`src/sbdf_pkg.sv`:
```
// ----------------------------------------------------------------------------
// sbdf_pkg: shared types and constants of the scan beam density filter
// Beam point record, queue status, CORDIC constants and count limits.
// ----------------------------------------------------------------------------
`default_nettype none

package sbdf_pkg;

  localparam int RANGE_W = 16;
  localparam int ANGLE_W = 16;
  localparam int COORD_W = 18;
  localparam int COUNT_W = 11;
  localparam int CORDIC_W = 18;
  localparam int TRIG_W = 16;
  localparam int PROD_W = RANGE_W + TRIG_W + 1;

  localparam int MAX_BEAMS = 1024;
  localparam int COUNT_CAP_INT = (MAX_BEAMS > 2047) ? 2047 : MAX_BEAMS;
  localparam logic [COUNT_W-1:0] COUNT_CAP = COUNT_W'(COUNT_CAP_INT);

  localparam int QUEUE_DEPTH = 2;

  localparam logic signed [CORDIC_W-1:0] CORDIC_GAIN = 18'sd19899;
  localparam logic signed [CORDIC_W-1:0] QUARTER_TURN = 18'sd16384;
  localparam logic signed [CORDIC_W-1:0] HALF_TURN = 18'sd32768;
  localparam logic [3:0] LAST_STEP = 4'd14;

  typedef struct packed {
    logic signed [COORD_W-1:0] px;
    logic signed [COORD_W-1:0] py;
    logic [RANGE_W-1:0]        range_mm;
    logic                      last_beam;
  } beam_pt_t;

  typedef struct packed {
    logic full;
    logic empty;
  } q_stat_t;

  // arctangent of 2^-i in 16-bit binary angle units
  function automatic logic signed [CORDIC_W-1:0] atan_val(input logic [3:0] i);
    logic signed [CORDIC_W-1:0] v;
    unique case (i)
      4'd0:  v = 18'sd8192;
      4'd1:  v = 18'sd4836;
      4'd2:  v = 18'sd2555;
      4'd3:  v = 18'sd1297;
      4'd4:  v = 18'sd651;
      4'd5:  v = 18'sd326;
      4'd6:  v = 18'sd163;
      4'd7:  v = 18'sd81;
      4'd8:  v = 18'sd41;
      4'd9:  v = 18'sd20;
      4'd10: v = 18'sd10;
      4'd11: v = 18'sd5;
      4'd12: v = 18'sd3;
      4'd13: v = 18'sd1;
      4'd14: v = 18'sd1;
      default: v = 18'sd0;
    endcase
    return v;
  endfunction

endpackage

`default_nettype wire

```
`src/sbdf_queue.sv`:
```
// ----------------------------------------------------------------------------
// sbdf_queue: short point queue between front and back
// Register-based FIFO of converted beam points.
// ----------------------------------------------------------------------------
`default_nettype none

module sbdf_queue
  import sbdf_pkg::*;
#(
  parameter int DEPTH = QUEUE_DEPTH
) (
  input  wire logic     clk,
  input  wire logic     rst_n,
  input  wire logic     push,
  input  wire beam_pt_t push_data,
  input  wire logic     pop,
  output beam_pt_t      pop_data,
  output q_stat_t       stat
);

  localparam int PTR_W = (DEPTH > 1) ? $clog2(DEPTH) : 1;
  localparam int CNT_W = $clog2(DEPTH + 1);
  localparam logic [PTR_W-1:0] PTR_LAST = PTR_W'(DEPTH - 1);
  localparam logic [CNT_W-1:0] CNT_FULL = CNT_W'(DEPTH);

  beam_pt_t          mem_r [DEPTH];
  logic [PTR_W-1:0]  wr_ptr_r, wr_ptr_nxt, rd_ptr_r, rd_ptr_nxt;
  logic [CNT_W-1:0]  count_r, count_nxt;
  logic              do_push, do_pop;

  assign stat.full  = (count_r == CNT_FULL);
  assign stat.empty = (count_r == '0);
  assign do_push    = push && !stat.full;
  assign do_pop     = pop && !stat.empty;
  assign pop_data   = mem_r[rd_ptr_r];

  always_comb begin
    wr_ptr_nxt = wr_ptr_r;
    rd_ptr_nxt = rd_ptr_r;
    count_nxt  = count_r;
    if (do_push) begin
      wr_ptr_nxt = (wr_ptr_r == PTR_LAST) ? '0 : wr_ptr_r + 1'b1;
    end
    if (do_pop) begin
      rd_ptr_nxt = (rd_ptr_r == PTR_LAST) ? '0 : rd_ptr_r + 1'b1;
    end
    if (do_push && !do_pop) begin
      count_nxt = count_r + 1'b1;
    end else if (do_pop && !do_push) begin
      count_nxt = count_r - 1'b1;
    end
  end

  always_ff @(posedge clk) begin
    if (!rst_n) begin
      wr_ptr_r <= '0;
      rd_ptr_r <= '0;
      count_r  <= '0;
    end else begin
      wr_ptr_r <= wr_ptr_nxt;
      rd_ptr_r <= rd_ptr_nxt;
      count_r  <= count_nxt;
    end
    if (do_push) begin
      mem_r[wr_ptr_r] <= push_data;
    end
  end

endmodule

`default_nettype wire

```
`config.mk`:
```
export PLATFORM = sky130hd
export DESIGN_NAME = sbdf_queue
export DESIGN_NICKNAME = d
export VERILOG_FILES = /design/src/sbdf_pkg.sv /design/src/sbdf_queue.sv
export SDC_FILE = /design/constraint.sdc
export NUM_CORES = 1
export LEC_CHECK = 0
export ABC_CLOCK_PERIOD_IN_PS = 3500
export BUFFER_PORTS_ARGS = -buffer_cell sky130_fd_sc_hd__clkbuf_2
export CAP_MARGIN = 5
export CORE_ASPECT_RATIO = 0.6
export CORE_MARGIN = 2
export CORE_UTILIZATION = 27
export DETAILED_ROUTE_END_ITERATION = 8
export PLACE_DENSITY_LB_ADDON = 0.25
export SYNTH_ARGS = -nofsm -noshare
export SYNTH_HDL_FRONTEND = slang
export SYNTH_SLANG_ARGS = --single-unit
```
`constraint.sdc`:
```
create_clock -name clk -period 3.5 [get_ports clk]
set_clock_uncertainty 0.15 [all_clocks]
set_input_delay 0.35 -clock clk [delete_from_list [all_inputs] [get_ports clk]]
set_output_delay 0.35 -clock clk [all_outputs]
set_load 0.01 [all_outputs]
```
==> impl_results.md <==
* Post-CTS sizing at 0
* Crit path max-delay cell type: dfxtp_2
* F_max at roughly 410 MHz
* DRT antenna net count at 0
* Syn Area/Cell at approximately 21 um^2
* Status: finished, final reports clean
* Sequential share of power at a little under half
* Initial antenna violation count at 1
* P_int at around 2700 uW
* R2r worst-path depth at 3
* Post-synthesis sequential element count at roughly 110
* Fin. Hold Viols at 0
* Min-delay worst type: in -> reg
* Root Buffer Master: clkbuf_16
* Fin area at ~5200 um^2
* Post-Route Setup TNS at 0 ns
* Worst Max-Slew Pin Slew at 0.768 ns
* Final worst slack at between 1 and 1.5 ns
* Commonest non-fill, non-tap cell in the layout: clkbuf_2
* Final nets at ~370
* H-tree Lvls at 3
* PD cells at approximately 700 nW/um^2
* RD Place Congestion at roughly 0.73
* Net count after synthesis at approximately 250
* Syn Inst Count at 190
* Area grow syn2layout at 27.2%
* # setup viols final at 0
* Slew Viols, Final at 0
* Ys Warns at 0
* RSZ-0062 raised after global routing: false
* Post-synth top area share at 78.5%
* Post-DP HPWL at 5320 um
* Most frequent cells in the layout: 111 x clkbuf_2, 106 x edfxtp_1, 53 x mux2_2
* Worst rel slew slack at 48.8%
* Max Fanout on Critical Path at 30
* CTS Buffer Depth at 2
* DRC viols at 0
* Clk network pwr share at between 20% and 30%
* Largest net degree at the start of global routing at between 50 and 60
* CTS tree: built
* Max IR drop VDD at 0.277 mV
* Share of layout cells above drive strength 1 at 59.0%
* Worst EP arrival at 1.91 ns
* Worst-path cell chain: buf_12 -> mux2_2 -> clkbuf_2
* Synth top area cells: edfxtp_1 78%, mux2_2 15%, dfxtp_1 2.5%, buf_4 0.93%, and2_1 0.46%
* Num CTS Buffers at 9
* Number of vias per cell at 4.11
* Vias in the first global route at 2115
* Die ar. at around 16000 um^2
* Initial core utilization at approximately 28%
* Routed length per instance at between 15 and 20 um
* CP max stage delay at around 0.73 ns
* Worst-path clk slew at approximately 0.07 ns
* I/O Pins at 112
* Min Clock Period, post-route at 2.41 ns
* CP endpoint kind: output pin
* DRT Pass-1 Iters at 4
* Placed Instance Area at between 4000 and 5000 um^2
* Max_cap viols at 0
* CP required at roughly 3.0 ns
* First-pass GRT wire length at around 12000 um
* Initial detailed-routing violation count at around 140
* Combinational Power Share at ~25%
* Die Span Y at between 90 and 100 um
* Sequential area share after synthesis at 80.9%
* Gr usage total at about 10%
* Crit path launch type: flop
* CTS Sinks at 111
* Dpl ws at 1.38 ns
* # Post-CTS Setup Buffers at 0
* Cells on Worst Hold Path at 1
* Sw Share at between 20% and 30%
* Kind of critical path: reg -> out
* Post-synth cell types at 21
* Number of buffers added on ports at around 110
* Die width at 162 um
* Post-synth top area cell: edfxtp_1
* Pleak at between 0.0015 and 0.002 uW
* Total net switching power at about 1000 uW
* Fin crit share at between 60% and 70%
* Clk_lat worst skew at 0.34 ns
* Placeable Area at about 15000 um^2
* Routed WL at 7980 um
* Mapped Area at roughly 4100 um^2
* Placement Rows at 34
* GRT overflow at 0
* Vias at 2111
* # hold bufs at CTS at 0
==> kinds of logic (layout without fill, tap and decap cells) <==
logic type               after synthesis  in the layout  synth area share (%)
AO/OA/AOI/OAI                          5              5                 0.802
flip-flops                           111            111                  80.9
AND/OR/NAND/NOR                        9              9                  1.36
other                                  0              1                     0
XOR/XNOR                               3              3                 0.648
adder cells (fa/ha/maj)                1              1                 0.308
buffers and inverters                  8            133                  1.23
multiplexers                          53             53                  14.7
==> cell usage after synthesis (all sizes together) <==
| cell type | count |
|---|---|
| mux2 | 53 |
| ha | 1 |
| dfxtp | 5 |
| nor2 | 2 |
| o21ai | 2 |
| nand2b | 1 |
| and2 | 3 |
| xor2 | 1 |
| and3 | 1 |
| nor3 | 1 |
| xnor2 | 2 |
| buf | 6 |
| a21boi | 2 |
| or3 | 1 |
| o21a | 1 |
| inv | 2 |
| edfxtp | 106 |
==> routing by layer <==
metal | global-route usage (%) | wire (um)
met1 | 12.8 | 3620
met2 | 14.8 | 3370
met3 | 6.14 | 917
met4 | 3.27 | 80
met5 | 0 | 0
==> sequential cells by signal, indices dropped and copies added, names as in the netlist, named ones only <==
register / cells
count_r: 2
mem_r: 106
wr_ptr_r: 1
rd_ptr_r: 1
==> critical path: cells and delay by family (launching register included) <==
kind                   cells  cell delay [ns]
multiplexers               1             0.39
buffers and inverters      2             0.41
flip-flops                 1             0.73
==> path summary, 6_finish.rpt <==
check / from / endpoint / slack (ns)
max reg2reg: count_r[0] / mem_r[1][52] / 1.41
min reg2reg: count_r[1] / count_r[1] / 0.38
min: push_data[0] / mem_r[0][0] / 0.04
max: flop / pop_data[23] / 1.09
==> power by group through the flow <==
stage	Sequential, uW	Combinational (uW)	Clock [uW]
2_1_floorplan	1740	601	0
3_3_place_gp	1790	924	0
3_5_place_dp	1790	926	0
4_1_cts	1760	932	1040
5_1_grt	1780	981	1100
6_report	1760	905	1000
==> cell type report <==
| cell class | count | area [um^2] |
|---|---|---|
| fillers | 1403 | 9430 |
| inverters | 2 | 7.51 |
| well taps | 198 | 248 |
| clock inverters | 5 | 57.6 |
| flip-flops and latches | 111 | 3280 |
| multi-input cells | 71 | 731 |
| diodes | 1 | 2.50 |
| repair buffers | 115 | 598 |
| clock buffers | 11 | 233 |
==> metrics by stage <==
stage | hold slack, ns | power [uW] | util [%] | cells
finish | 0.0384 | 3660 | 35.4 | 514
global route | 0.0225 | 3860 | 35.4 | 513
detailed placement | 0.365 | 2720 | 33.4 | 497
floorplan | 0.299 | 2340 | - | 190
CTS | 0.0238 | 3730 | 35.4 | 513
global placement | 0.355 | 2710 | 33.4 | 497
(Power assumes the default switching activity.)
