**src/sbdf_pkg.sv**
```systemverilog
// ----------------------------------------------------------------------------
// sbdf_pkg: shared types and constants of the scan beam density filter
// Beam point record, queue status, CORDIC constants and count limits.
// ----------------------------------------------------------------------------
`default_nettype none

package sbdf_pkg;

  localparam int RANGE_W = 16;
  localparam int ANGLE_W = 16;
  localparam int COORD_W = 18;
  localparam int COUNT_W = 11;
  localparam int CORDIC_W = 18;
  localparam int TRIG_W = 16;
  localparam int PROD_W = RANGE_W + TRIG_W + 1;

  localparam int MAX_BEAMS = 1024;
  localparam int COUNT_CAP_INT = (MAX_BEAMS > 2047) ? 2047 : MAX_BEAMS;
  localparam logic [COUNT_W-1:0] COUNT_CAP = COUNT_W'(COUNT_CAP_INT);

  localparam int QUEUE_DEPTH = 2;

  localparam logic signed [CORDIC_W-1:0] CORDIC_GAIN = 18'sd19899;
  localparam logic signed [CORDIC_W-1:0] QUARTER_TURN = 18'sd16384;
  localparam logic signed [CORDIC_W-1:0] HALF_TURN = 18'sd32768;
  localparam logic [3:0] LAST_STEP = 4'd14;

  typedef struct packed {
    logic signed [COORD_W-1:0] px;
    logic signed [COORD_W-1:0] py;
    logic [RANGE_W-1:0]        range_mm;
    logic                      last_beam;
  } beam_pt_t;

  typedef struct packed {
    logic full;
    logic empty;
  } q_stat_t;

  // arctangent of 2^-i in 16-bit binary angle units
  function automatic logic signed [CORDIC_W-1:0] atan_val(input logic [3:0] i);
    logic signed [CORDIC_W-1:0] v;
    unique case (i)
      4'd0:  v = 18'sd8192;
      4'd1:  v = 18'sd4836;
      4'd2:  v = 18'sd2555;
      4'd3:  v = 18'sd1297;
      4'd4:  v = 18'sd651;
      4'd5:  v = 18'sd326;
      4'd6:  v = 18'sd163;
      4'd7:  v = 18'sd81;
      4'd8:  v = 18'sd41;
      4'd9:  v = 18'sd20;
      4'd10: v = 18'sd10;
      4'd11: v = 18'sd5;
      4'd12: v = 18'sd3;
      4'd13: v = 18'sd1;
      4'd14: v = 18'sd1;
      default: v = 18'sd0;
    endcase
    return v;
  endfunction

endpackage

`default_nettype wire

```
**src/sbdf_back.sv**
```systemverilog
// ----------------------------------------------------------------------------
// sbdf_back: spacing decision and result register
// Squares the offset to the last kept point, compares with the squared
// spacing, updates the reference and the kept count, holds the result.
// ----------------------------------------------------------------------------
`default_nettype none

module sbdf_back
  import sbdf_pkg::*;
(
  input  wire logic               clk,
  input  wire logic               rst_n,
  input  wire logic               cfg_wr_en,
  input  wire logic [RANGE_W-1:0] cfg_wr_data,
  input  wire q_stat_t            q_stat,
  input  wire beam_pt_t           q_data,
  output logic                    q_pop,
  output logic                    out_valid,
  input  wire logic               out_ready,
  output logic [RANGE_W-1:0]      out_range,
  output logic                    out_supp,
  output logic [COUNT_W-1:0]      out_count,
  output logic                    out_end
);

  localparam int DIFF_W = COORD_W + 1;
  localparam int SQ_W   = 2 * DIFF_W;
  localparam int SUM_W  = 2 * COORD_W - 1;
  localparam int LIM_W  = 2 * RANGE_W;

  typedef enum logic [1:0] {
    B_LOAD   = 2'b01,
    B_DECIDE = 2'b10
  } bstate_t;

  bstate_t state_r, state_nxt;

  logic [RANGE_W-1:0]          spacing_r;
  logic [LIM_W-1:0]            lim2_r;
  logic signed [COORD_W-1:0]   ref_x_r, ref_x_nxt, ref_y_r, ref_y_nxt;
  logic [COUNT_W-1:0]          kept_r, kept_nxt;
  logic [SUM_W-2:0]            sq_x_r, sq_y_r;
  beam_pt_t                    pt_r;
  logic                        out_valid_r, out_valid_nxt;
  logic [RANGE_W-1:0]          out_range_r;
  logic                        out_supp_r;
  logic [COUNT_W-1:0]          out_count_r;
  logic                        out_end_r;

  logic signed [DIFF_W-1:0]    dx, dy;
  logic signed [SQ_W-1:0]      sqx, sqy;
  logic [SUM_W-1:0]            d2;
  logic                        supp, decide;

  assign q_pop = (state_r == B_LOAD) && !q_stat.empty;

  assign dx  = DIFF_W'(ref_x_r) - DIFF_W'(q_data.px);
  assign dy  = DIFF_W'(ref_y_r) - DIFF_W'(q_data.py);
  assign sqx = SQ_W'(dx) * SQ_W'(dx);
  assign sqy = SQ_W'(dy) * SQ_W'(dy);

  assign d2     = {1'b0, sq_x_r} + {1'b0, sq_y_r};
  assign supp   = d2 < {{(SUM_W-LIM_W){1'b0}}, lim2_r};
  assign decide = (state_r == B_DECIDE) && (!out_valid_r || out_ready);

  always_comb begin
    state_nxt     = state_r;
    ref_x_nxt     = ref_x_r;
    ref_y_nxt     = ref_y_r;
    kept_nxt      = kept_r;
    out_valid_nxt = out_valid_r && !out_ready;
    unique case (state_r)
      B_LOAD: begin
        if (!q_stat.empty) begin
          state_nxt = B_DECIDE;
        end
      end
      B_DECIDE: begin
        if (decide) begin
          state_nxt     = B_LOAD;
          out_valid_nxt = 1'b1;
          if (!supp) begin
            ref_x_nxt = pt_r.px;
            ref_y_nxt = pt_r.py;
            if (kept_r < COUNT_CAP) begin
              kept_nxt = kept_r + 1'b1;
            end
          end
          // start the next scan from the origin
          if (pt_r.last_beam) begin
            ref_x_nxt = '0;
            ref_y_nxt = '0;
          end
        end
      end
      default: state_nxt = B_LOAD;
    endcase
  end

  always_ff @(posedge clk) begin
    if (!rst_n) begin
      state_r     <= B_LOAD;
      spacing_r   <= '0;
      lim2_r      <= '0;
      ref_x_r     <= '0;
      ref_y_r     <= '0;
      kept_r      <= '0;
      out_valid_r <= 1'b0;
    end else begin
      state_r     <= state_nxt;
      if (cfg_wr_en) begin
        spacing_r <= cfg_wr_data;
      end
      lim2_r      <= spacing_r * spacing_r;
      ref_x_r     <= ref_x_nxt;
      ref_y_r     <= ref_y_nxt;
      kept_r      <= (decide && pt_r.last_beam) ? '0 : kept_nxt;
      out_valid_r <= out_valid_nxt;
    end
    if (q_pop) begin
      pt_r   <= q_data;
      sq_x_r <= sqx[SUM_W-2:0];
      sq_y_r <= sqy[SUM_W-2:0];
    end
    if (decide) begin
      out_range_r <= pt_r.range_mm;
      out_supp_r  <= supp;
      out_count_r <= kept_nxt;
      out_end_r   <= pt_r.last_beam;
    end
  end

  assign out_valid = out_valid_r;
  assign out_range = out_range_r;
  assign out_supp  = out_supp_r;
  assign out_count = out_count_r;
  assign out_end   = out_end_r;

endmodule

`default_nettype wire

```
**config.mk**
```make
export PLATFORM = sky130hd
export DESIGN_NAME = sbdf_back
export DESIGN_NICKNAME = d
export VERILOG_FILES = /design/src/sbdf_pkg.sv /design/src/sbdf_back.sv
export SDC_FILE = /design/constraint.sdc
export NUM_CORES = 2
export LEC_CHECK = 0
export BUFFER_PORTS_ARGS = -buffer_cell sky130_fd_sc_hd__buf_2
export CORE_ASPECT_RATIO = 0.5
export CORE_MARGIN = 2
export CORE_UTILIZATION = 60
export CTS_BUF_LIST = sky130_fd_sc_hd__clkbuf_8
export DETAILED_ROUTE_END_ITERATION = 8
export GPL_TIMING_DRIVEN = 0
export PLACE_DENSITY_LB_ADDON = 0.12
export SLEW_MARGIN = 10
export SYNTH_ARGS = -nofsm -noshare
export SYNTH_HDL_FRONTEND = slang
export SYNTH_SLANG_ARGS = --single-unit
```
**constraint.sdc**
```tcl
create_clock -name clk -period 12.9 [get_ports clk]
set_input_delay 1.935 -clock clk [delete_from_list [all_inputs] [get_ports clk]]
set_output_delay 1.935 -clock clk [all_outputs]
set_load 0.03 [all_outputs]
```
==> run summary <==
EDFF count, synth = 148
Reg-to-Reg End = sq_x_r[33]
DRT Wirelength = 95.0 mm
Reg2reg path depth = 35
GR Util All Layers = 28.9%
Max H-tree Level = 2
Antenna-violating nets left = 0
Synth top area share = 38.7%
Vias in the first global route = 29700
Die height = 187 µm
Maximum Capacitance Violations = 0
Via count = 27700
Ports = 106
Syn Inst Count = 4098
Mean routed wirelength per cell = 18.3 µm
Worst R2R Start = ref_x_r[0]
1st-pass router iterations = 6
Post-Layout Cell Count = 5181
Fmax = 81.6 MHz
CTS tree = yes
Cell Rows = 67
Clock tree sinks = 245
Cell family with most CP delay = adder cells
Placeable Area = 66600 µm²
Main synth FF type = edfxtp_1
Setup crit end kind = flip-flop
Critical path peak fanout = 10
Critical path class = in2reg
Initial drt markers = 1615
Initial antenna violation count = 1
WHS = 0.417 ns
Total grt overflow = 0
Largest net degree at the start of global routing = 36
Hold worst-path end = out_range[3]
Hold Path Depth = 0
Final setup fails = 0
First-pass GRT wire length = 156 mm
Number of setup buffers added after CTS = 0
CP bufs+invs = 9
WP data required = 13.24 ns
CP arrival = 12.59 ns
GPL Wtd Cong = 0.957
Status = completed
Area after DPL = 42000 µm²
Post-CTS sizing = 0
RSZ-0062 raised after global routing = false
Final-report hold violation count = 0
Root Driver = clkbuf_8
Yosys top cell by area = fa_1
Initial Util = 60.3%
# DRC = 0
Slew headroom = 5.54%
Vias per Instance = 5.34
Die ar. = 69200 µm²
Crit path time final = 12.25 ns
Number of synthesized register bits = 245
Fin crit share = 95.0%
HPWL after DPL = 80.3 mm
Register area share after synthesis = 15.9%
CP max stage delay = 0.94 ns
CTS clk-pin slew, worst paths = 0.07 ns
Hold buffers post-CTS = 0
Clk buf depth = 3
Library cells used by synthesis = 75
NumNets Final = 5515
Syn_nets = 5362
Worst path slowest cell = xor2_1
Reg2Reg Setup Slack = 1.80 ns
Hold Crit Start = pt_r[4]
Area grow syn2layout = 6.63%
Async set-reset flop share out of synthesis = 0%
Syn Area/Cell = 9.81 µm²
Worst-Margin Slew = 1.41 ns
Worst Hold Class = reg2reg
TNS Setup = 0 ns
Die Width = 370 µm
Fin. max-slew vios = 0
Worst-skew pair later-pin latency = 0.66 ns
TritonCTS Buffers = 39
Fraction of layout cells with a size suffix above 1 = 5.09%
Dpl cells = 5107
CP most frequent cell = fa_1
Setup crit start kind = input port
Layout Skew = 0.0743 ns
Mapped cell area = 40200 µm²
Top post-synthesis cells by area = fa_1 (39%), ha_1 (13%), edfxtp_1 (11%), inv_1 (10%), dfxtp_1 (4.8%)
Yosys warns = 0
Post-layout instance area = 42900 µm²
I/O Buffers = 103
routing by layer:
metal / track usage [%] / wire, µm / share of wire, %
met5: 0 / 0 / 0
met4: 6.35 / 1980 / 2.1
met3: 7.19 / 7980 / 8.4
met2: 46.0 / 43800 / 46
met1: 40.5 / 41300 / 43
Yosys cell counts (18+ instances only):
cell type  instances
a21o_1            74
a21oi_1           92
a22o_1            36
and2_1            96
and3_1            21
clkbuf_1          78
dfxtp_1           97
edfxtp_1         148
fa_1             778
ha_1             411
inv_1           1084
mux2i_1           18
nand2_1          297
nand2b_1          33
nand4_1           18
nor2_1           274
nor2b_1           46
nor3_1            35
o21a_1            26
o21ai_0           59
xnor2_1          139
xor2_1            47
flip-flops by register name, indices dropped and copies added, names as in the netlist:
signal / count
sq_x_r: 33
out_count: 11
spacing_r: 16
out_end: 1
out_valid: 1
pt_r: 53
ref_x_r: 18
state_r: 2
out_range: 16
ref_y_r: 18
sq_y_r: 33
out_supp: 1
lim2_r: 31
kept_r: 11
cells in the final DEF, fill, tap and decap left out, types with 6 or more instances in the layout:
| master | instances |
|---|---|
| inv_1 | 1094 |
| fa_1 | 778 |
| ha_1 | 411 |
| nand2_1 | 297 |
| nor2_1 | 273 |
| edfxtp_1 | 148 |
| xnor2_1 | 134 |
| buf_2 | 108 |
| dfxtp_1 | 97 |
| and2_1 | 96 |
| a21oi_1 | 92 |
| clkbuf_1 | 78 |
| a21o_1 | 74 |
| o21ai_0 | 59 |
| nor2b_1 | 46 |
| xor2_1 | 44 |
| clkbuf_8 | 43 |
| a22o_1 | 36 |
| nor3_1 | 35 |
| nand2b_1 | 33 |
| o21a_1 | 26 |
| and3_1 | 21 |
| nand4_1 | 18 |
| mux2i_1 | 18 |
| a211oi_1 | 16 |
| nand3_1 | 16 |
| a31oi_1 | 16 |
| or2_2 | 13 |
| o31ai_1 | 12 |
| o21bai_1 | 10 |
| o211ai_1 | 9 |
| clkinv_1 | 7 |
| a31o_2 | 6 |
| a21boi_0 | 6 |
| or3_1 | 6 |
| clkinv_2 | 6 |
| buf_8 | 6 |
logic make-up after synthesis:
kind of cell,after synthesis,synth area share [%]
AND/OR/NAND/NOR,880,10.1
flip-flops,245,15.9
XOR/XNOR,186,4.05
buffers and inverters,1178,11.1
adder cells (fa/ha/maj),1189,51.5
multiplexers,20,0.504
AO/OA/AOI/OAI,400,6.80
metrics by stage:
stage,worst slack (ns),utilization (%)
finish,0.648,64.3
global route,0.178,64.3
CTS,0.793,64.3
detailed placement,0.184,63.1
global placement,0.340,62.8
floorplan,2.60,-
worst max-delay path by stage:
stage                     startpoint         end  slack, ns  cells past startpoint
after floorplan           q_data[17]  sq_y_r[33]       2.60                     35
after global placement    q_data[35]  sq_x_r[33]       0.34                     35
after detailed placement  q_data[35]  sq_x_r[33]       0.18                     35
after CTS                 q_data[35]  sq_x_r[33]       0.79                     35
after global routing      q_data[35]  sq_x_r[33]       0.18                     35
final                     q_data[35]  sq_x_r[33]       0.65                     35
final cells by class:
type | count | area, µm²
Buffer | 90 | 374
Antenna cell | 2 | 5.00
Clock buffer | 43 | 592
Fill cell | 5628 | 23800
Inverter | 1088 | 4080
Tap cell | 897 | 1120
Clock inverter | 29 | 199
Timing Repair Buffer | 112 | 672
Multi-Input combinational cell | 2675 | 29400
Sequential cell | 245 | 6390
Power is left out: the tool's default activity adds up to more than one toggle a clock period on the data nets, which glitch-free logic cannot reach.
