==> src/sbdf_pkg.sv <==
// ----------------------------------------------------------------------------
// sbdf_pkg: shared types and constants of the scan beam density filter
// Beam point record, queue status, CORDIC constants and count limits.
// ----------------------------------------------------------------------------
`default_nettype none

package sbdf_pkg;

  localparam int RANGE_W = 16;
  localparam int ANGLE_W = 16;
  localparam int COORD_W = 18;
  localparam int COUNT_W = 11;
  localparam int CORDIC_W = 18;
  localparam int TRIG_W = 16;
  localparam int PROD_W = RANGE_W + TRIG_W + 1;

  localparam int MAX_BEAMS = 1024;
  localparam int COUNT_CAP_INT = (MAX_BEAMS > 2047) ? 2047 : MAX_BEAMS;
  localparam logic [COUNT_W-1:0] COUNT_CAP = COUNT_W'(COUNT_CAP_INT);

  localparam int QUEUE_DEPTH = 2;

  localparam logic signed [CORDIC_W-1:0] CORDIC_GAIN = 18'sd19899;
  localparam logic signed [CORDIC_W-1:0] QUARTER_TURN = 18'sd16384;
  localparam logic signed [CORDIC_W-1:0] HALF_TURN = 18'sd32768;
  localparam logic [3:0] LAST_STEP = 4'd14;

  typedef struct packed {
    logic signed [COORD_W-1:0] px;
    logic signed [COORD_W-1:0] py;
    logic [RANGE_W-1:0]        range_mm;
    logic                      last_beam;
  } beam_pt_t;

  typedef struct packed {
    logic full;
    logic empty;
  } q_stat_t;

  // arctangent of 2^-i in 16-bit binary angle units
  function automatic logic signed [CORDIC_W-1:0] atan_val(input logic [3:0] i);
    logic signed [CORDIC_W-1:0] v;
    unique case (i)
      4'd0:  v = 18'sd8192;
      4'd1:  v = 18'sd4836;
      4'd2:  v = 18'sd2555;
      4'd3:  v = 18'sd1297;
      4'd4:  v = 18'sd651;
      4'd5:  v = 18'sd326;
      4'd6:  v = 18'sd163;
      4'd7:  v = 18'sd81;
      4'd8:  v = 18'sd41;
      4'd9:  v = 18'sd20;
      4'd10: v = 18'sd10;
      4'd11: v = 18'sd5;
      4'd12: v = 18'sd3;
      4'd13: v = 18'sd1;
      4'd14: v = 18'sd1;
      default: v = 18'sd0;
    endcase
    return v;
  endfunction

endpackage

`default_nettype wire

==> src/sbdf_front.sv <==
// ----------------------------------------------------------------------------
// sbdf_front: beam intake and polar to Cartesian conversion
// Folds the angle, runs a 15-step CORDIC four steps per cycle, scales by the
// range with rounding and pushes the point into the queue.
// ----------------------------------------------------------------------------
`default_nettype none

module sbdf_front
  import sbdf_pkg::*;
(
  input  wire logic               clk,
  input  wire logic               rst_n,
  input  wire logic               in_valid,
  output logic                    in_ready,
  input  wire logic [RANGE_W-1:0] in_range,
  input  wire logic [ANGLE_W-1:0] in_angle,
  input  wire logic               in_last,
  input  wire q_stat_t            q_stat,
  output logic                    q_push,
  output beam_pt_t                q_data
);

  typedef enum logic [3:0] {
    F_IDLE = 4'b0001,
    F_ROT  = 4'b0010,
    F_MUL  = 4'b0100,
    F_PUSH = 4'b1000
  } fstate_t;

  fstate_t state_r, state_nxt;

  logic [1:0]                   cnt_r, cnt_nxt;
  logic signed [CORDIC_W-1:0]   x_r, x_nxt, y_r, y_nxt, z_r, z_nxt;
  logic                         neg_r, neg_nxt;
  logic [RANGE_W-1:0]           range_r, range_nxt;
  logic                         last_r, last_nxt;
  logic signed [PROD_W-1:0]     prod_x_r, prod_x_nxt, prod_y_r, prod_y_nxt;

  logic                         accept;
  logic signed [CORDIC_W-1:0]   rot_x, rot_y, rot_z;
  logic signed [TRIG_W-1:0]     cos_q, sin_q;
  logic signed [PROD_W:0]       rnd_x, rnd_y;

  function automatic logic signed [TRIG_W-1:0] clamp_q15(input logic signed [CORDIC_W-1:0] v);
    logic signed [TRIG_W-1:0] r;
    if (v > 18'sd32767) begin
      r = 16'sh7FFF;
    end else if (v < -18'sd32768) begin
      r = 16'sh8000;
    end else begin
      r = v[TRIG_W-1:0];
    end
    return r;
  endfunction

  // four CORDIC steps per cycle; the sixteenth slot does nothing
  always_comb begin
    logic signed [CORDIC_W-1:0] xv, yv, zv, xs, ys;
    logic [3:0] idx;
    xv = x_r;
    yv = y_r;
    zv = z_r;
    for (int k = 0; k < 4; k++) begin
      idx = {cnt_r, 2'(k)};
      xs = xv >>> idx;
      ys = yv >>> idx;
      if (idx <= LAST_STEP) begin
        if (zv >= 0) begin
          xv = xv - ys;
          yv = yv + xs;
          zv = zv - atan_val(idx);
        end else begin
          xv = xv + ys;
          yv = yv - xs;
          zv = zv + atan_val(idx);
        end
      end
    end
    rot_x = xv;
    rot_y = yv;
    rot_z = zv;
  end

  assign cos_q = clamp_q15(neg_r ? -x_r : x_r);
  assign sin_q = clamp_q15(neg_r ? -y_r : y_r);

  // round to nearest, ties upward, then floor shift
  assign rnd_x = {prod_x_r[PROD_W-1], prod_x_r} + (PROD_W+1)'(16384);
  assign rnd_y = {prod_y_r[PROD_W-1], prod_y_r} + (PROD_W+1)'(16384);

  assign in_ready = (state_r == F_IDLE) || ((state_r == F_PUSH) && !q_stat.full);
  assign accept   = in_valid && in_ready;
  assign q_push   = (state_r == F_PUSH) && !q_stat.full;

  always_comb begin
    q_data.px        = rnd_x[15 +: COORD_W];
    q_data.py        = rnd_y[15 +: COORD_W];
    q_data.range_mm  = range_r;
    q_data.last_beam = last_r;
  end

  always_comb begin
    logic signed [CORDIC_W-1:0] ang;
    logic signed [PROD_W-1:0]   rng_e, cos_e, sin_e;
    state_nxt  = state_r;
    cnt_nxt    = cnt_r;
    x_nxt      = x_r;
    y_nxt      = y_r;
    z_nxt      = z_r;
    neg_nxt    = neg_r;
    range_nxt  = range_r;
    last_nxt   = last_r;
    prod_x_nxt = prod_x_r;
    prod_y_nxt = prod_y_r;
    ang   = {{(CORDIC_W-ANGLE_W){in_angle[ANGLE_W-1]}}, in_angle};
    rng_e = {{(PROD_W-RANGE_W){1'b0}}, range_r};
    cos_e = {{(PROD_W-TRIG_W){cos_q[TRIG_W-1]}}, cos_q};
    sin_e = {{(PROD_W-TRIG_W){sin_q[TRIG_W-1]}}, sin_q};

    unique case (state_r)
      F_IDLE: begin
      end
      F_ROT: begin
        x_nxt   = rot_x;
        y_nxt   = rot_y;
        z_nxt   = rot_z;
        cnt_nxt = cnt_r + 2'd1;
        if (cnt_r == 2'd3) begin
          state_nxt = F_MUL;
        end
      end
      F_MUL: begin
        prod_x_nxt = rng_e * cos_e;
        prod_y_nxt = rng_e * sin_e;
        state_nxt  = F_PUSH;
      end
      F_PUSH: begin
        if (!q_stat.full) begin
          state_nxt = F_IDLE;
        end
      end
      default: state_nxt = F_IDLE;
    endcase

    if (accept) begin
      state_nxt = F_ROT;
      cnt_nxt   = 2'd0;
      x_nxt     = CORDIC_GAIN;
      y_nxt     = '0;
      range_nxt = in_range;
      last_nxt  = in_last;
      // fold into the right half plane, flip the result later
      if (ang > QUARTER_TURN) begin
        z_nxt   = ang - HALF_TURN;
        neg_nxt = 1'b1;
      end else if (ang < -QUARTER_TURN) begin
        z_nxt   = ang + HALF_TURN;
        neg_nxt = 1'b1;
      end else begin
        z_nxt   = ang;
        neg_nxt = 1'b0;
      end
    end
  end

  always_ff @(posedge clk) begin
    if (!rst_n) begin
      state_r <= F_IDLE;
      cnt_r   <= '0;
    end else begin
      state_r <= state_nxt;
      cnt_r   <= cnt_nxt;
    end
    x_r      <= x_nxt;
    y_r      <= y_nxt;
    z_r      <= z_nxt;
    neg_r    <= neg_nxt;
    range_r  <= range_nxt;
    last_r   <= last_nxt;
    prod_x_r <= prod_x_nxt;
    prod_y_r <= prod_y_nxt;
  end

endmodule

`default_nettype wire

==> config.mk <==
export PLATFORM = sky130hd
export DESIGN_NAME = sbdf_front
export DESIGN_NICKNAME = d
export VERILOG_FILES = /design/src/sbdf_pkg.sv /design/src/sbdf_front.sv
export SDC_FILE = /design/constraint.sdc
export NUM_CORES = 2
export LEC_CHECK = 0
export BUFFER_PORTS_ARGS = -buffer_cell sky130_fd_sc_hd__buf_2
export CORE_UTILIZATION = 48
export CTS_BUF_LIST = sky130_fd_sc_hd__clkbuf_4 sky130_fd_sc_hd__clkbuf_8 sky130_fd_sc_hd__clkbuf_16
export CTS_CLUSTER_SIZE = 28
export DETAILED_ROUTE_END_ITERATION = 8
export HOLD_SLACK_MARGIN = 0.15
export PLACE_DENSITY = 0.63
export SYNTH_ARGS = -nofsm -noshare
export SYNTH_HDL_FRONTEND = slang
export SYNTH_SLANG_ARGS = --single-unit
==> constraint.sdc <==
create_clock -name clk -period 23.4 [get_ports clk]
set_input_delay 2.34 -clock clk [delete_from_list [all_inputs] [get_ports clk]]
set_output_delay 2.34 -clock clk [all_outputs]
set_load 0.02 [all_outputs]
==> impl_metrics.json <==
{
  "whs_path_depth": 1,
  "slowest_delay_ns": 0.80,
  "start_kind": "flop",
  "routedWlPerCell_um": 19.8,
  "synthTopCellsByArea": "fa_1, ha_1, inv_1",
  "cp_max_fo": 79,
  "cp-end-kind": "flop",
  "core_region_area_sq_um": 78900,
  "async_reset_ff_share_pct": 0,
  "holdWs_ns": 0.587,
  "die_height_um": 284,
  "crit_family": "compound AO/OA/AOI/OAI gates",
  "die_w_um": 284,
  "period_share_pct": 80.3,
  "grt_pass1_vias": 33700,
  "cts_tree": "yes",
  "synth_compound_area_share_pct": 17.1,
  "cts_made_buffers": 17,
  "drtIter0Drc": 2788,
  "overflow": 0,
  "dp_hpwl_mm": 88.6,
  "ys_warn_count": 0,
  "io_buffers": 91,
  "layout_commonest_cell": "inv_1",
  "arrival_ns": 19.11,
  "grt_max_degree": 80,
  "final_area_sq_um": 40400,
  "cts.sinks": 116,
  "min_period_ns": 18.79,
  "synth-adder-area-share_pct": 36.2,
  "cpMostUsedCell": "a21oi_1",
  "ioPinCount": 93,
  "reg2regPathDepth": 69,
  "rsz0062_at_grt": "false",
  "reg2reg_slack_ns": 4.61,
  "num_antenna_cells": 0,
  "globalplace.congestion": 0.959,
  "syn_inst": 4828,
  "area_growth_pct": 5.73,
  "synth-xor-area-share_pct": 8.24,
  "synth_top_area_share_pct": 20.8,
  "wl_mm": 116,
  "synth.distinct_cells": 97,
  "grt_pass1_wl_mm": 185,
  "startpoint": "cnt_r[1]",
  "clockBufferDepth": 2,
  "maxSlewViolCount": 0,
  "clock.fmax_mhz": 53.2,
  "grt_use_total_pct": 29.0,
  "yosys_most_used_dff": "edfxtp_1",
  "hp-class": "flop to flop",
  "drc": 0,
  "max_slew.worst_pin.slew_ns": 1.40,
  "rows": 103,
  "die-area_sq_um": 80800,
  "hold_buffers": 0,
  "synth_edf_count": 74,
  "tns_ns": 0,
  "worstReg2RegEnd": "y_r[17]",
  "ys_seq_area_share_pct": 8.01,
  "clk_pin_slew_worst_paths_ns": 0.06,
  "insertion_delay_ns": 0.49,
  "synth_top_cell_by_area": "fa_1",
  "ant_nets": 0,
  "syn-num-nets": 5733,
  "layout-drive-gt1-share_pct": 6.52,
  "vias_per_cell": 5.86,
  "start_util_pct": 48.5,
  "antenna_found_initial": 1,
  "drv_cap": 0,
  "crit_path_end": "y_r[17]",
  "finalSetupViolations": 0,
  "ctsHtreeMaxLevel": 4,
  "placed_area_sq_um": 39800,
  "layout_common_cells": "inv_1, nand2_1, ha_1",
  "max_slew_margin_pct": 6.54,
  "r2r_start": "cnt_r[1]",
  "crit_path_top_delay_cell": "buf_4",
  "synth_area_sq_um": 38300,
  "finClkSkew_ns": 0.0201,
  "dp_slack_ns": 4.92,
  "num_vias": 34300,
  "fin_nets": 5695,
  "drtPass1Iterations": 7,
  "cts-root-buf": "clkbuf_16",
  "cts_resized": 0,
  "critPathKind": "flop to flop",
  "status": "finished clean",
  "yosys-mux-area-fraction_pct": 2.66,
  "crit_cells": 69,
  "setup_slack_ns": 4.61,
  "post_cts_buffers": 0,
  "critPathBufInv": 4,
  "required_ns": 23.72,
  "ys_seq_elements": 116,
  "synthSimpleGateAreaFrac_pct": 19.6,
  "hold_viol_final": 0,
  "avgSynthCellArea_sq_um": 7.92,
  "synth_top_family_by_area": "adder cells"
}
metal layers:
layer / vias up / global-route usage (%) / wire length [um]
met2: 1237 / 47.3 / 52700
met1: 16600 / 39.0 / 51200
met3: 239 / 3.64 / 7860
met4: 2 / 10.9 / 4290
met5: - / 0.238 / 13
li1: 16200 / - / -
worst min path at each step:
| stage | startpoint | endpoint | slack (ns) |
|---|---|---|---|
| 2_1_floorplan | state_r[1] | state_r[3] | 0.51 |
| 5_1_grt | y_r[5] | y_r[5] | 0.63 |
| 6_report | state_r[1] | state_r[3] | 0.59 |
| 3_5_place_dp | state_r[1] | state_r[3] | 0.58 |
| 4_1_cts | state_r[1] | state_r[3] | 0.59 |
| 3_3_place_gp | state_r[1] | state_r[3] | 0.58 |
synthesized netlist by cell type, types with 74 or more instances:
cell and count:
xor2_1 133, xnor2_1 218, and2_1 229, clkbuf_1 196, inv_1 602, edfxtp_1 74, ha_1 469, nand2_1 553
a21oi_1 287, nor3_1 99, fa_1 398, o21ai_0 243, nor2_1 341
logic make-up after synthesis:
| group | Yosys count |
|---|---|
| buf+inv | 830 |
| simple gates | 1568 |
| flops | 116 |
| xor+xnor | 355 |
| fa+ha+maj | 867 |
| mux | 70 |
| compound gates | 1022 |
metrics by stage:
step                      instances  util (%)
final                          5853      51.3
after global routing           5853      51.3
after CTS                      5853      51.3
after detailed placement       5821      50.5
after global placement         5821      50.5
after floorplan                4828         -
worst register-to-register path, delay by kind of cell, from the launching register on:
kind,cells,cell delay [ns]
XOR/XNOR,7,2.09
AND/OR/NAND/NOR,15,3.42
flip-flops,1,0.74
adder cells (fa/ha/maj),5,1.65
multiplexers,4,1.88
buffers and inverters,4,1.02
AO/OA/AOI/OAI,34,7.88
state kept, by name, summed over array words and instances, names as in the netlist:
register	count
cnt_r	2
last_r	1
neg_r	1
prod_x_r	19
prod_y_r	19
range_r	16
state_r	4
x_r	18
y_r	18
z_r	18
layout make-up:
type,count,area (sq um)
inverter,605,2270
clock inverter,15,201
tap,1050,1310
timing repair buffer,168,1030
multi-input combinational,3882,32100
fill,7667,38400
clock buffer,17,425
sequential,116,3070
Power is left out: the tool's default activity adds up to more than one toggle a clock period on the data nets, which glitch-free logic cannot reach.
